File: src/tpct_pkg.sv
// Shared types and constants of the two-phase countdown timer.
package tpct_pkg;

    localparam int unsigned DUR_W     = 32;
    localparam int unsigned CYC_W     = DUR_W + 1;
    localparam int unsigned CAP_W     = 12;
    localparam int unsigned OP_W      = 2;
    localparam int unsigned CFG_IDX_W = 2;
    localparam int unsigned SECS_W    = 23;
    localparam int unsigned MIN_W     = 17;
    localparam int unsigned SEC_W     = 6;
    localparam int unsigned OUT_W     = 72;

    localparam logic [OP_W-1:0] OP_TICK  = 2'd0;
    localparam logic [OP_W-1:0] OP_TAP   = 2'd1;
    localparam logic [OP_W-1:0] OP_ENTER = 2'd2;

    localparam logic [CFG_IDX_W-1:0] CFG_FOCUS = 2'd0;
    localparam logic [CFG_IDX_W-1:0] CFG_BREAK = 2'd1;

    localparam logic [DUR_W-1:0] FOCUS_RESET = 32'd1500000;
    localparam logic [DUR_W-1:0] BREAK_RESET = 32'd300000;
    localparam logic [CAP_W-1:0] CAPTION_MS  = 12'd2500;

    // floor(x/1000) = (x * MUL_1000) >> 38 for any 32-bit x
    localparam logic [28:0] MUL_1000 = 29'h10624DD3;
    localparam int unsigned SH_1000  = 38;
    // floor(s/60) = (s * MUL_60) >> 32 for s below 2^23
    localparam logic [26:0] MUL_60   = 27'h4444445;
    localparam int unsigned SH_60    = 32;

    typedef struct packed {
        logic exec;       // apply accepted beat
        logic div_start;  // launch remainder unit
        logic walk;       // one phase-walk step
        logic conv1;      // ms -> seconds multiply
        logic conv2;      // seconds -> minutes multiply
        logic load_out;   // capture result beat
    } t_cmd;

    typedef struct packed {
        logic exec_walk;      // tick crossed a phase boundary
        logic rest_ge_cycle;  // leftover spans a full focus+break cycle
        logic div_done;       // remainder ready
        logic rest_ge_left;   // leftover covers the current phase
    } t_stat;

endpackage

File: src/tpct_rem.sv
// Bit-serial remainder unit: 32-bit dividend modulo 33-bit divisor.
module tpct_rem (
    input  logic                       i_clk,
    input  logic                       i_rst_n,
    input  logic                       i_start,
    input  logic [tpct_pkg::DUR_W-1:0] i_dividend,
    input  logic [tpct_pkg::CYC_W-1:0] i_divisor,
    output logic                       o_done,
    output logic [tpct_pkg::DUR_W-1:0] o_rem
);
    import tpct_pkg::*;

    localparam int unsigned CNT_W = $clog2(DUR_W);

    logic             r_busy, n_busy;
    logic             r_done, n_done;
    logic [CNT_W-1:0] r_cnt, n_cnt;
    logic [CYC_W-1:0] r_acc, n_acc;
    logic [DUR_W-1:0] r_shift, n_shift;
    logic [CYC_W-1:0] r_div;
    logic [CYC_W:0]   acc_sh;

    assign acc_sh = {r_acc, r_shift[DUR_W-1]};

    always_comb begin
        n_busy  = r_busy;
        n_done  = 1'b0;
        n_cnt   = r_cnt;
        n_acc   = r_acc;
        n_shift = r_shift;
        if (i_start) begin
            n_busy  = 1'b1;
            n_cnt   = CNT_W'(DUR_W - 1);
            n_acc   = '0;
            n_shift = i_dividend;
        end else if (r_busy) begin
            n_shift = {r_shift[DUR_W-2:0], 1'b0};
            if (acc_sh >= {1'b0, r_div}) begin
                n_acc = CYC_W'(acc_sh - {1'b0, r_div});
            end else begin
                n_acc = CYC_W'(acc_sh);
            end
            n_cnt = r_cnt - 1'b1;
            if (r_cnt == '0) begin
                n_busy = 1'b0;
                n_done = 1'b1;
            end
        end
    end

    always_ff @(posedge i_clk) begin
        if (!i_rst_n) begin
            r_busy <= 1'b0;
            r_done <= 1'b0;
            r_cnt  <= '0;
        end else begin
            r_busy <= n_busy;
            r_done <= n_done;
            r_cnt  <= n_cnt;
        end
    end

    always_ff @(posedge i_clk) begin
        r_acc   <= n_acc;
        r_shift <= n_shift;
        if (i_start) begin
            r_div <= i_divisor;
        end
    end

    // acc < divisor and acc <= dividend, so it fits the dividend width
    assign o_done = r_done;
    assign o_rem  = r_acc[DUR_W-1:0];

endmodule

File: src/tpct_dp.sv
// Datapath: timer state, config registers, phase walk, display conversion.
module tpct_dp (
    input  logic                           i_clk,
    input  logic                           i_rst_n,
    input  tpct_pkg::t_cmd                 i_cmd,
    output tpct_pkg::t_stat                o_stat,
    input  logic                           i_cfg_valid,
    input  logic [tpct_pkg::CFG_IDX_W-1:0] i_cfg_index,
    input  logic [tpct_pkg::DUR_W-1:0]     i_cfg_data,
    input  logic [tpct_pkg::OP_W-1:0]      i_op,
    input  logic [tpct_pkg::DUR_W-1:0]     i_dt,
    output logic [tpct_pkg::OUT_W-1:0]     o_out_data
);
    import tpct_pkg::*;

    logic [DUR_W-1:0] r_focus, r_break;
    logic [CYC_W-1:0] r_cycle;
    logic [DUR_W-1:0] eff_focus, eff_break;

    logic             r_brk, n_brk;
    logic             r_run, n_run;
    logic [DUR_W-1:0] r_left, n_left;
    logic [CAP_W-1:0] r_cap, n_cap;
    logic [DUR_W-1:0] r_rest, n_rest;

    logic [DUR_W-1:0] left0;
    logic             dt_lt_left;
    logic [CAP_W-1:0] cap_dec;

    logic             rem_done;
    logic [DUR_W-1:0] rem_val;

    logic [60:0]       r_prod1;
    logic [SECS_W-1:0] r_secs;
    logic [49:0]       r_prod2;
    logic [MIN_W-1:0]  minutes;
    logic [SECS_W-1:0] min_x60;
    logic [SEC_W-1:0]  seconds;
    logic              cap_act;
    logic [CAP_W-1:0]  cap_elapsed;
    logic [OUT_W-1:0]  r_out;

    // zero-length durations behave as 1 ms
    assign eff_focus = (r_focus == '0) ? DUR_W'(1) : r_focus;
    assign eff_break = (r_break == '0) ? DUR_W'(1) : r_break;

    always_ff @(posedge i_clk) begin
        if (!i_rst_n) begin
            r_focus <= FOCUS_RESET;
            r_break <= BREAK_RESET;
        end else if (i_cfg_valid) begin
            case (i_cfg_index)
                CFG_FOCUS: r_focus <= i_cfg_data;
                CFG_BREAK: r_break <= i_cfg_data;
                default: ;
            endcase
        end
    end

    always_ff @(posedge i_clk) begin
        r_cycle <= {1'b0, eff_focus} + {1'b0, eff_break};
    end

    assign left0      = (r_left == '0) ? DUR_W'(1) : r_left;
    assign dt_lt_left = i_dt < left0;
    assign cap_dec    = (i_dt < {{(DUR_W-CAP_W){1'b0}}, r_cap}) ? r_cap - i_dt[CAP_W-1:0]
                                                                : '0;

    always_comb begin
        n_brk  = r_brk;
        n_run  = r_run;
        n_left = r_left;
        n_cap  = r_cap;
        n_rest = r_rest;
        if (i_cmd.exec) begin
            case (i_op)
                OP_TICK: begin
                    n_cap = cap_dec;
                    if (r_run) begin
                        if (dt_lt_left) begin
                            n_left = left0 - i_dt;
                        end else begin
                            n_rest = i_dt - left0;
                            n_brk  = ~r_brk;
                            n_left = r_brk ? eff_focus : eff_break;
                            n_cap  = CAPTION_MS;
                        end
                    end
                end
                OP_TAP:   n_run = ~r_run;
                OP_ENTER: begin
                    n_brk  = 1'b0;
                    n_left = eff_focus;
                    n_run  = 1'b0;
                    n_cap  = '0;
                end
                default: ;
            endcase
        end else if (rem_done) begin
            n_rest = rem_val;
        end else if (i_cmd.walk) begin
            if (r_rest >= r_left) begin
                n_rest = r_rest - r_left;
                n_brk  = ~r_brk;
                n_left = r_brk ? eff_focus : eff_break;
                n_cap  = CAPTION_MS;
            end else begin
                n_left = r_left - r_rest;
                n_rest = '0;
            end
        end
    end

    always_ff @(posedge i_clk) begin
        if (!i_rst_n) begin
            r_brk  <= 1'b0;
            r_run  <= 1'b0;
            r_left <= FOCUS_RESET;
            r_cap  <= '0;
            r_rest <= '0;
        end else begin
            r_brk  <= n_brk;
            r_run  <= n_run;
            r_left <= n_left;
            r_cap  <= n_cap;
            r_rest <= n_rest;
        end
    end

    tpct_rem u_rem (
        .i_clk      (i_clk),
        .i_rst_n    (i_rst_n),
        .i_start    (i_cmd.div_start),
        .i_dividend (r_rest),
        .i_divisor  (r_cycle),
        .o_done     (rem_done),
        .o_rem      (rem_val)
    );

    assign o_stat.exec_walk     = (i_op == OP_TICK) && r_run && !dt_lt_left;
    assign o_stat.rest_ge_cycle = {1'b0, r_rest} >= r_cycle;
    assign o_stat.div_done      = rem_done;
    assign o_stat.rest_ge_left  = r_rest >= r_left;

    // display: ms -> seconds -> minutes by reciprocal multiplies
    always_ff @(posedge i_clk) begin
        if (i_cmd.conv1) begin
            r_prod1 <= 61'(r_left) * 61'(MUL_1000);
        end
        if (i_cmd.conv2) begin
            r_secs  <= r_prod1[SH_1000 +: SECS_W];
            r_prod2 <= 50'(r_prod1[SH_1000 +: SECS_W]) * 50'(MUL_60);
        end
    end

    assign minutes     = r_prod2[SH_60 +: MIN_W];
    assign min_x60     = SECS_W'({minutes, 6'd0}) - SECS_W'({minutes, 2'd0});
    assign seconds     = SEC_W'(r_secs - min_x60);
    assign cap_act     = r_cap != '0;
    assign cap_elapsed = cap_act ? CAPTION_MS - r_cap : '0;

    always_ff @(posedge i_clk) begin
        if (i_cmd.load_out) begin
            r_out <= {2'b00, cap_elapsed, cap_act, seconds, minutes, r_left, r_brk, r_run};
        end
    end

    assign o_out_data = r_out;

endmodule

File: src/tpct_ctrl.sv
// Controller: sequences each beat through update, walk, conversion and output.
module tpct_ctrl (
    input  logic            i_clk,
    input  logic            i_rst_n,
    input  logic            i_in_valid,
    output logic            o_in_ready,
    output logic            o_out_valid,
    input  logic            i_out_ready,
    input  tpct_pkg::t_stat i_stat,
    output tpct_pkg::t_cmd  o_cmd
);
    import tpct_pkg::*;

    localparam logic [2:0] S_IDLE  = 3'd0;
    localparam logic [2:0] S_CHK   = 3'd1;
    localparam logic [2:0] S_DIV   = 3'd2;
    localparam logic [2:0] S_WALK  = 3'd3;
    localparam logic [2:0] S_CONV1 = 3'd4;
    localparam logic [2:0] S_CONV2 = 3'd5;
    localparam logic [2:0] S_DONE  = 3'd6;

    logic [2:0] r_state, n_state;
    logic       r_out_valid, n_out_valid;

    always_comb begin
        n_state = r_state;
        o_cmd   = '0;
        case (r_state)
            S_IDLE: begin
                if (i_in_valid) begin
                    o_cmd.exec = 1'b1;
                    n_state    = i_stat.exec_walk ? S_CHK : S_CONV1;
                end
            end
            S_CHK: begin
                if (i_stat.rest_ge_cycle) begin
                    o_cmd.div_start = 1'b1;
                    n_state         = S_DIV;
                end else begin
                    n_state = S_WALK;
                end
            end
            S_DIV: begin
                if (i_stat.div_done) begin
                    n_state = S_WALK;
                end
            end
            S_WALK: begin
                o_cmd.walk = 1'b1;
                if (!i_stat.rest_ge_left) begin
                    n_state = S_CONV1;
                end
            end
            S_CONV1: begin
                o_cmd.conv1 = 1'b1;
                n_state     = S_CONV2;
            end
            S_CONV2: begin
                o_cmd.conv2 = 1'b1;
                n_state     = S_DONE;
            end
            S_DONE: begin
                if (!r_out_valid || i_out_ready) begin
                    o_cmd.load_out = 1'b1;
                    n_state        = S_IDLE;
                end
            end
            default: n_state = S_IDLE;
        endcase
    end

    assign n_out_valid = o_cmd.load_out | (r_out_valid & ~i_out_ready);

    always_ff @(posedge i_clk) begin
        if (!i_rst_n) begin
            r_state     <= S_IDLE;
            r_out_valid <= 1'b0;
        end else begin
            r_state     <= n_state;
            r_out_valid <= n_out_valid;
        end
    end

    assign o_in_ready  = r_state == S_IDLE;
    assign o_out_valid = r_out_valid;

endmodule

File: src/two_phase_countdown_timer.sv
// Top level of the two-phase (focus / break) countdown timer.
//
//  channel   direction  beat fields
//  s_axis    in         tuser: opcode[1:0]; tdata: dt_ms[31:0]
//  m_axis    out        tdata: status, time left, min/sec, caption
//  cfg       in         i_cfg_index selects register, i_cfg_data is the value
//
// Steps: a beat that crosses no phase boundary goes through accept, two
//   reciprocal-multiply stages and output load. A tick crossing a boundary
//   adds a check and the phase walk, plus a remainder pass if the leftover
//   spans a full focus+break cycle (bit-serial unit, one bit per cycle).
// Reset: synchronous, active low; focus phase, paused, caption off, default
//   durations. No clearing pass.
// Stalls: the result sits in an output register; the next beat is processed
//   meanwhile and waits only at the output load.
module two_phase_countdown_timer (
    input  logic                           i_clk,
    input  logic                           i_rst_n,
    // slave stream
    input  logic                           s_axis_tvalid,
    output logic                           s_axis_tready,
    input  logic [tpct_pkg::DUR_W-1:0]     s_axis_tdata,   // [31:0] dt_ms
    input  logic [tpct_pkg::OP_W-1:0]      s_axis_tuser,   // [1:0] opcode
    // master stream
    output logic                           m_axis_tvalid,
    input  logic                           m_axis_tready,
    // [0] is_running, [1] in_break, [33:2] time_left_ms, [50:34] minutes_shown,
    // [56:51] seconds_shown, [57] caption_active, [69:58] caption_elapsed_ms,
    // [71:70] zero
    output logic [tpct_pkg::OUT_W-1:0]     m_axis_tdata,
    // config write
    input  logic                           i_cfg_valid,
    output logic                           o_cfg_ready,
    input  logic [tpct_pkg::CFG_IDX_W-1:0] i_cfg_index,
    input  logic [tpct_pkg::DUR_W-1:0]     i_cfg_data
);
    import tpct_pkg::*;

    t_cmd  cmd;
    t_stat stat;

    // the user must make config writes land only while idle; the block does not enforce it and gives no back-pressure
    assign o_cfg_ready = 1'b1;

    tpct_ctrl u_ctrl (
        .i_clk       (i_clk),
        .i_rst_n     (i_rst_n),
        .i_in_valid  (s_axis_tvalid),
        .o_in_ready  (s_axis_tready),
        .o_out_valid (m_axis_tvalid),
        .i_out_ready (m_axis_tready),
        .i_stat      (stat),
        .o_cmd       (cmd)
    );

    tpct_dp u_dp (
        .i_clk       (i_clk),
        .i_rst_n     (i_rst_n),
        .i_cmd       (cmd),
        .o_stat      (stat),
        .i_cfg_valid (i_cfg_valid),
        .i_cfg_index (i_cfg_index),
        .i_cfg_data  (i_cfg_data),
        .i_op        (s_axis_tuser),
        .i_dt        (s_axis_tdata),
        .o_out_data  (m_axis_tdata)
    );

endmodule
File: config.mk
export PLATFORM = sky130hd
export DESIGN_NAME = two_phase_countdown_timer
export DESIGN_NICKNAME = d
export VERILOG_FILES = /design/src/tpct_pkg.sv /design/src/tpct_rem.sv /design/src/tpct_dp.sv /design/src/tpct_ctrl.sv /design/src/two_phase_countdown_timer.sv
export SDC_FILE = /design/constraint.sdc
export NUM_CORES = 2
export LEC_CHECK = 0
export BUFFER_PORTS_ARGS = -buffer_cell sky130_fd_sc_hd__buf_4
export CAP_MARGIN = 30
export CORE_UTILIZATION = 70
export CTS_CLUSTER_SIZE = 28
export DETAILED_ROUTE_END_ITERATION = 12
export PLACE_DENSITY = 0.95
export SETUP_SLACK_MARGIN = 0.5
export SLEW_MARGIN = 20
export SYNTH_ARGS = -nofsm -noshare
export SYNTH_HDL_FRONTEND = slang
export SYNTH_SLANG_ARGS = --single-unit
File: constraint.sdc
create_clock -name i_clk -period 18.23 [get_ports i_clk]
set_input_delay 0 -clock i_clk [delete_from_list [all_inputs] [get_ports i_clk]]
set_output_delay 0 -clock i_clk [all_outputs]
set_load 0.1 [all_outputs]
==> impl_metrics.csv <==
group,metric,value,unit
global_route,antenna_found_initial,7,
detailed_routing,ant_nets,0,
timing,worst_slew_pin_slew,1.08,ns
timing,slew_headroom,28.0,%
final_layout,area_growth_syn_to_layout,7.78,%
placed_design,routabilityCongestion,1.10,
synth,synth_warnings,0,
floorplanning,die-area,69200,um^2
synth,yosysMostFrequentCell,"inv_1",
worst_setup_path,cp-end-kind,"register",
floorplanning,die_h,263,um
clocking,ctsResizeCount,0,
final_layout,fin_nets,6642,
clocking,cts_buffers,49,
global_route,grt_pass1_wl,258,mm
synth,synth_top_area_share,21.9,%
placed_design,numPortBuffers,144,
global_route,grt.total_usage,49.5,%
synth,ys_seq_area_share,20.6,%
detailed_routing,wl_met1,60.8,mm
worst_setup_path,cp.required,18.64,ns
clocking,root_buffer,"clkbuf_16",
clocking,clk_latency,0.66,ns
global_route,grt_overflow,0,
clocking,htree_levels,2,
placed_design,hpwl,135,mm
outcome,status,"completed",
detailed_routing,highest_layer,"met5",
worst_setup_path,cp-start-kind,"register",
job,maxCapViolCount,0,
timing,hold_viol,0,
synth,avgSynthCellArea,9.01,um^2
timing,max_freq,118,MHz
detailed_routing,wire_per_inst,27.9,um
synth,synthTopCellsByCount,"inv_1 (881), ha_1 (837), nand2_1 (401)",
clocking,clk_pin_slew_worst_paths,0.07,ns
timing,timing.final.crit_share,46.5,%
synth,synth-seq-cells,400,
clocking,cts_tree,"built",
timing,final_max_slew_viol_count,0,
synth,ys.flop_type,"dfxtp_1",
synth,async_flop_share,0,%
detailed_routing,wl_met2,74.1,mm
worst_setup_path,crit_type,"reg2reg",
clocking,clk_path_buf_depth,3,
detailed_routing,vias,42800,
synth,ys_types,104,
synth,syn_area,47700,um^2
detailed_routing,wl_met3,24.3,mm
hold_path,holdCritPathClass,"in2reg",
detailed_routing,drt_iter0_markers,5808,
clocking,cts_setup_buffers,0,
final_layout,layout-drive-gt1-share,6.64,%
floorplanning,die_x,263,um
timing,rsz0062_at_grt,"no",
synth,synthTopCellsByArea,"ha_1 (22%), fa_1 (16%), edfxtp_1 (11%), dfxtp_1 (9.2%), inv_1 (6.9%)",
floorplanning,initial_core_util,70.9,%
detailed_routing,via_per_inst,6.84,
timing,period_needed,8.48,ns
detailed_routing,drc_errors,0,
timing,setup_viol,0,
detailed_routing,totalWireLength,175,mm
global_route,grt_pass1_vias,43100,
floorplanning,coreArea,67300,um^2
synth,postSynthCellCount,5298,
timing,skew,0.0702,ns
global_route,grt_max_degree,79,
detailed_routing,drt_pass1_iterations,8,
worst_setup_path,crit_path_max_fanout,14,
floorplanning,num_rows,95,
floorplanning,ioPinCount,148,
synth,yosysTopAreaCell,"ha_1",
worst_setup_path,arrival,8.89,ns
clocking,cts_sinks,400,
timing,setup_tns,0,ns
synth,synth_edf_count,181,
[placed cells by master, fill, tap and decap left out, types with 32 or more instances in the layout]
cell type	netlist	routed
o21bai_1	44	44
o21ai_0	226	226
o21a_1	40	40
clkbuf_16	0	51
a21o_1	124	124
nor3_1	68	67
nand4_1	64	64
dfxtp_1	219	218
inv_1	881	880
buf_4	25	190
nor4_1	34	34
dlygate4sd3_1	0	44
nor2b_1	35	34
nand2b_1	35	35
nor2_1	197	197
a21oi_1	369	369
nand2_1	401	399
mux2i_1	54	54
ha_1	837	837
a211oi_1	52	52
xor2_1	55	55
o211ai_1	32	32
xnor2_1	162	162
fa_1	380	380
edfxtp_1	181	181
and3_1	44	44
a31oi_1	58	58
nand3_1	107	107
[state kept, by name, indices dropped and copies added (netlist names), 3 cells and up]
| register | count |
|---|---|
| u_dp.r_cap | 12 |
| u_ctrl.r_state | 3 |
| u_dp.r_rest | 32 |
| u_dp.u_rem.r_acc | 33 |
| u_dp.u_rem.r_shift | 32 |
| u_dp.u_rem.r_cnt | 5 |
| u_dp.o_out_data | 70 |
| u_dp.r_prod1 | 23 |
| u_dp.r_left | 32 |
| u_dp.r_focus | 32 |
| u_dp.r_prod2 | 19 |
| u_dp.u_rem.r_div | 33 |
| u_dp.r_break | 32 |
| u_dp.r_cycle | 33 |
| u_dp.r_secs | 4 |
[cells by family (layout without fill, tap and decap cells)]
group           Yosys count  after routing  synth area share, %
compound gates         1170           1170                 15.7
mux                      63             63                 1.34
buf+inv                1125           1219                 9.24
xor+xnor                217            217                 3.98
flops                   400            400                 20.6
other cells               2              5               0.0157
fa+ha+maj              1217           1217                 37.9
simple gates           1104           1104                 11.2
[per-stage QoR]
step	setup slack [ns]	cells	hold WS [ns]	util, %	cell area, um^2
floorplan	11.38	5299	0.124	-	47700
global placement	10.0	6123	0.221	73.1	49200
detailed placement	9.82	6126	0.226	73.2	49200
CTS	9.85	6262	0.00636	76.4	51400
global route	9.61	6267	0.0742	76.5	51400
finish	9.75	6268	0.0561	76.5	51400
[cell type report]
class / instances / area, um^2
timing repair buffer: 240 / 1940
fill: 4460 / 15800
multi-input combinational: 3774 / 33500
clock buffer: 64 / 1360
tap: 873 / 1090
antenna: 2 / 5.00
clock inverter: 28 / 362
sequential: 400 / 9820
inverter: 887 / 3330
[worst max-delay path, stage by stage (launching register included)]
cell       delay (ns)
dfxtp_1          0.94
inv_1            0.40
ha_1             0.44
inv_1            0.06
fa_1             0.49
inv_1            0.05
ha_1             0.29
fa_1             0.50
fa_1             0.54
inv_1            0.05
fa_1             0.54
inv_1            0.06
fa_1             0.53
inv_1            0.06
fa_1             0.52
inv_1            0.05
ha_1             0.32
nand2_1          0.07
nor4_1           0.51
o21ai_0          0.38
nor4b_1          0.43
o2bb2ai_1        0.30
a211o_1          0.35
nand3b_1         0.12
a21oi_1          0.09
xnor2_1          0.13
[worst paths after layout]
path | start | slack, ns | endpoint | cells past startpoint
setup / recovery | u_dp.r_left[24] | 9.75 | u_dp.r_prod1[49] | 25
hold / removal | s_axis_tdata[1] | 0.06 | u_dp.r_left[1] | 5
setup reg to reg | u_dp.r_left[24] | 9.75 | u_dp.r_prod1[49] | 25
hold reg to reg | u_dp.r_prod2[1] | 0.42 | u_dp.o_out_data[52] | 0
[routing by layer]
| layer | up-vias | track usage [%] |
|---|---|---|
| met5 | - | 0.901 |
| met4 | 12 | 33.6 |
| met3 | 972 | 15.4 |
| met2 | 3399 | 75.2 |
| met1 | 20300 | 60.3 |
| li1 | 18200 | - |
[what timing repair did]
action	in CTS	in global routing
endpoints found under the hold margin	95	0
setup endpoints to repair	0	0
hold buffers	44	0
Power is left out: the tool's default activity adds up to more than one toggle a clock period on the data nets, which glitch-free logic cannot reach.
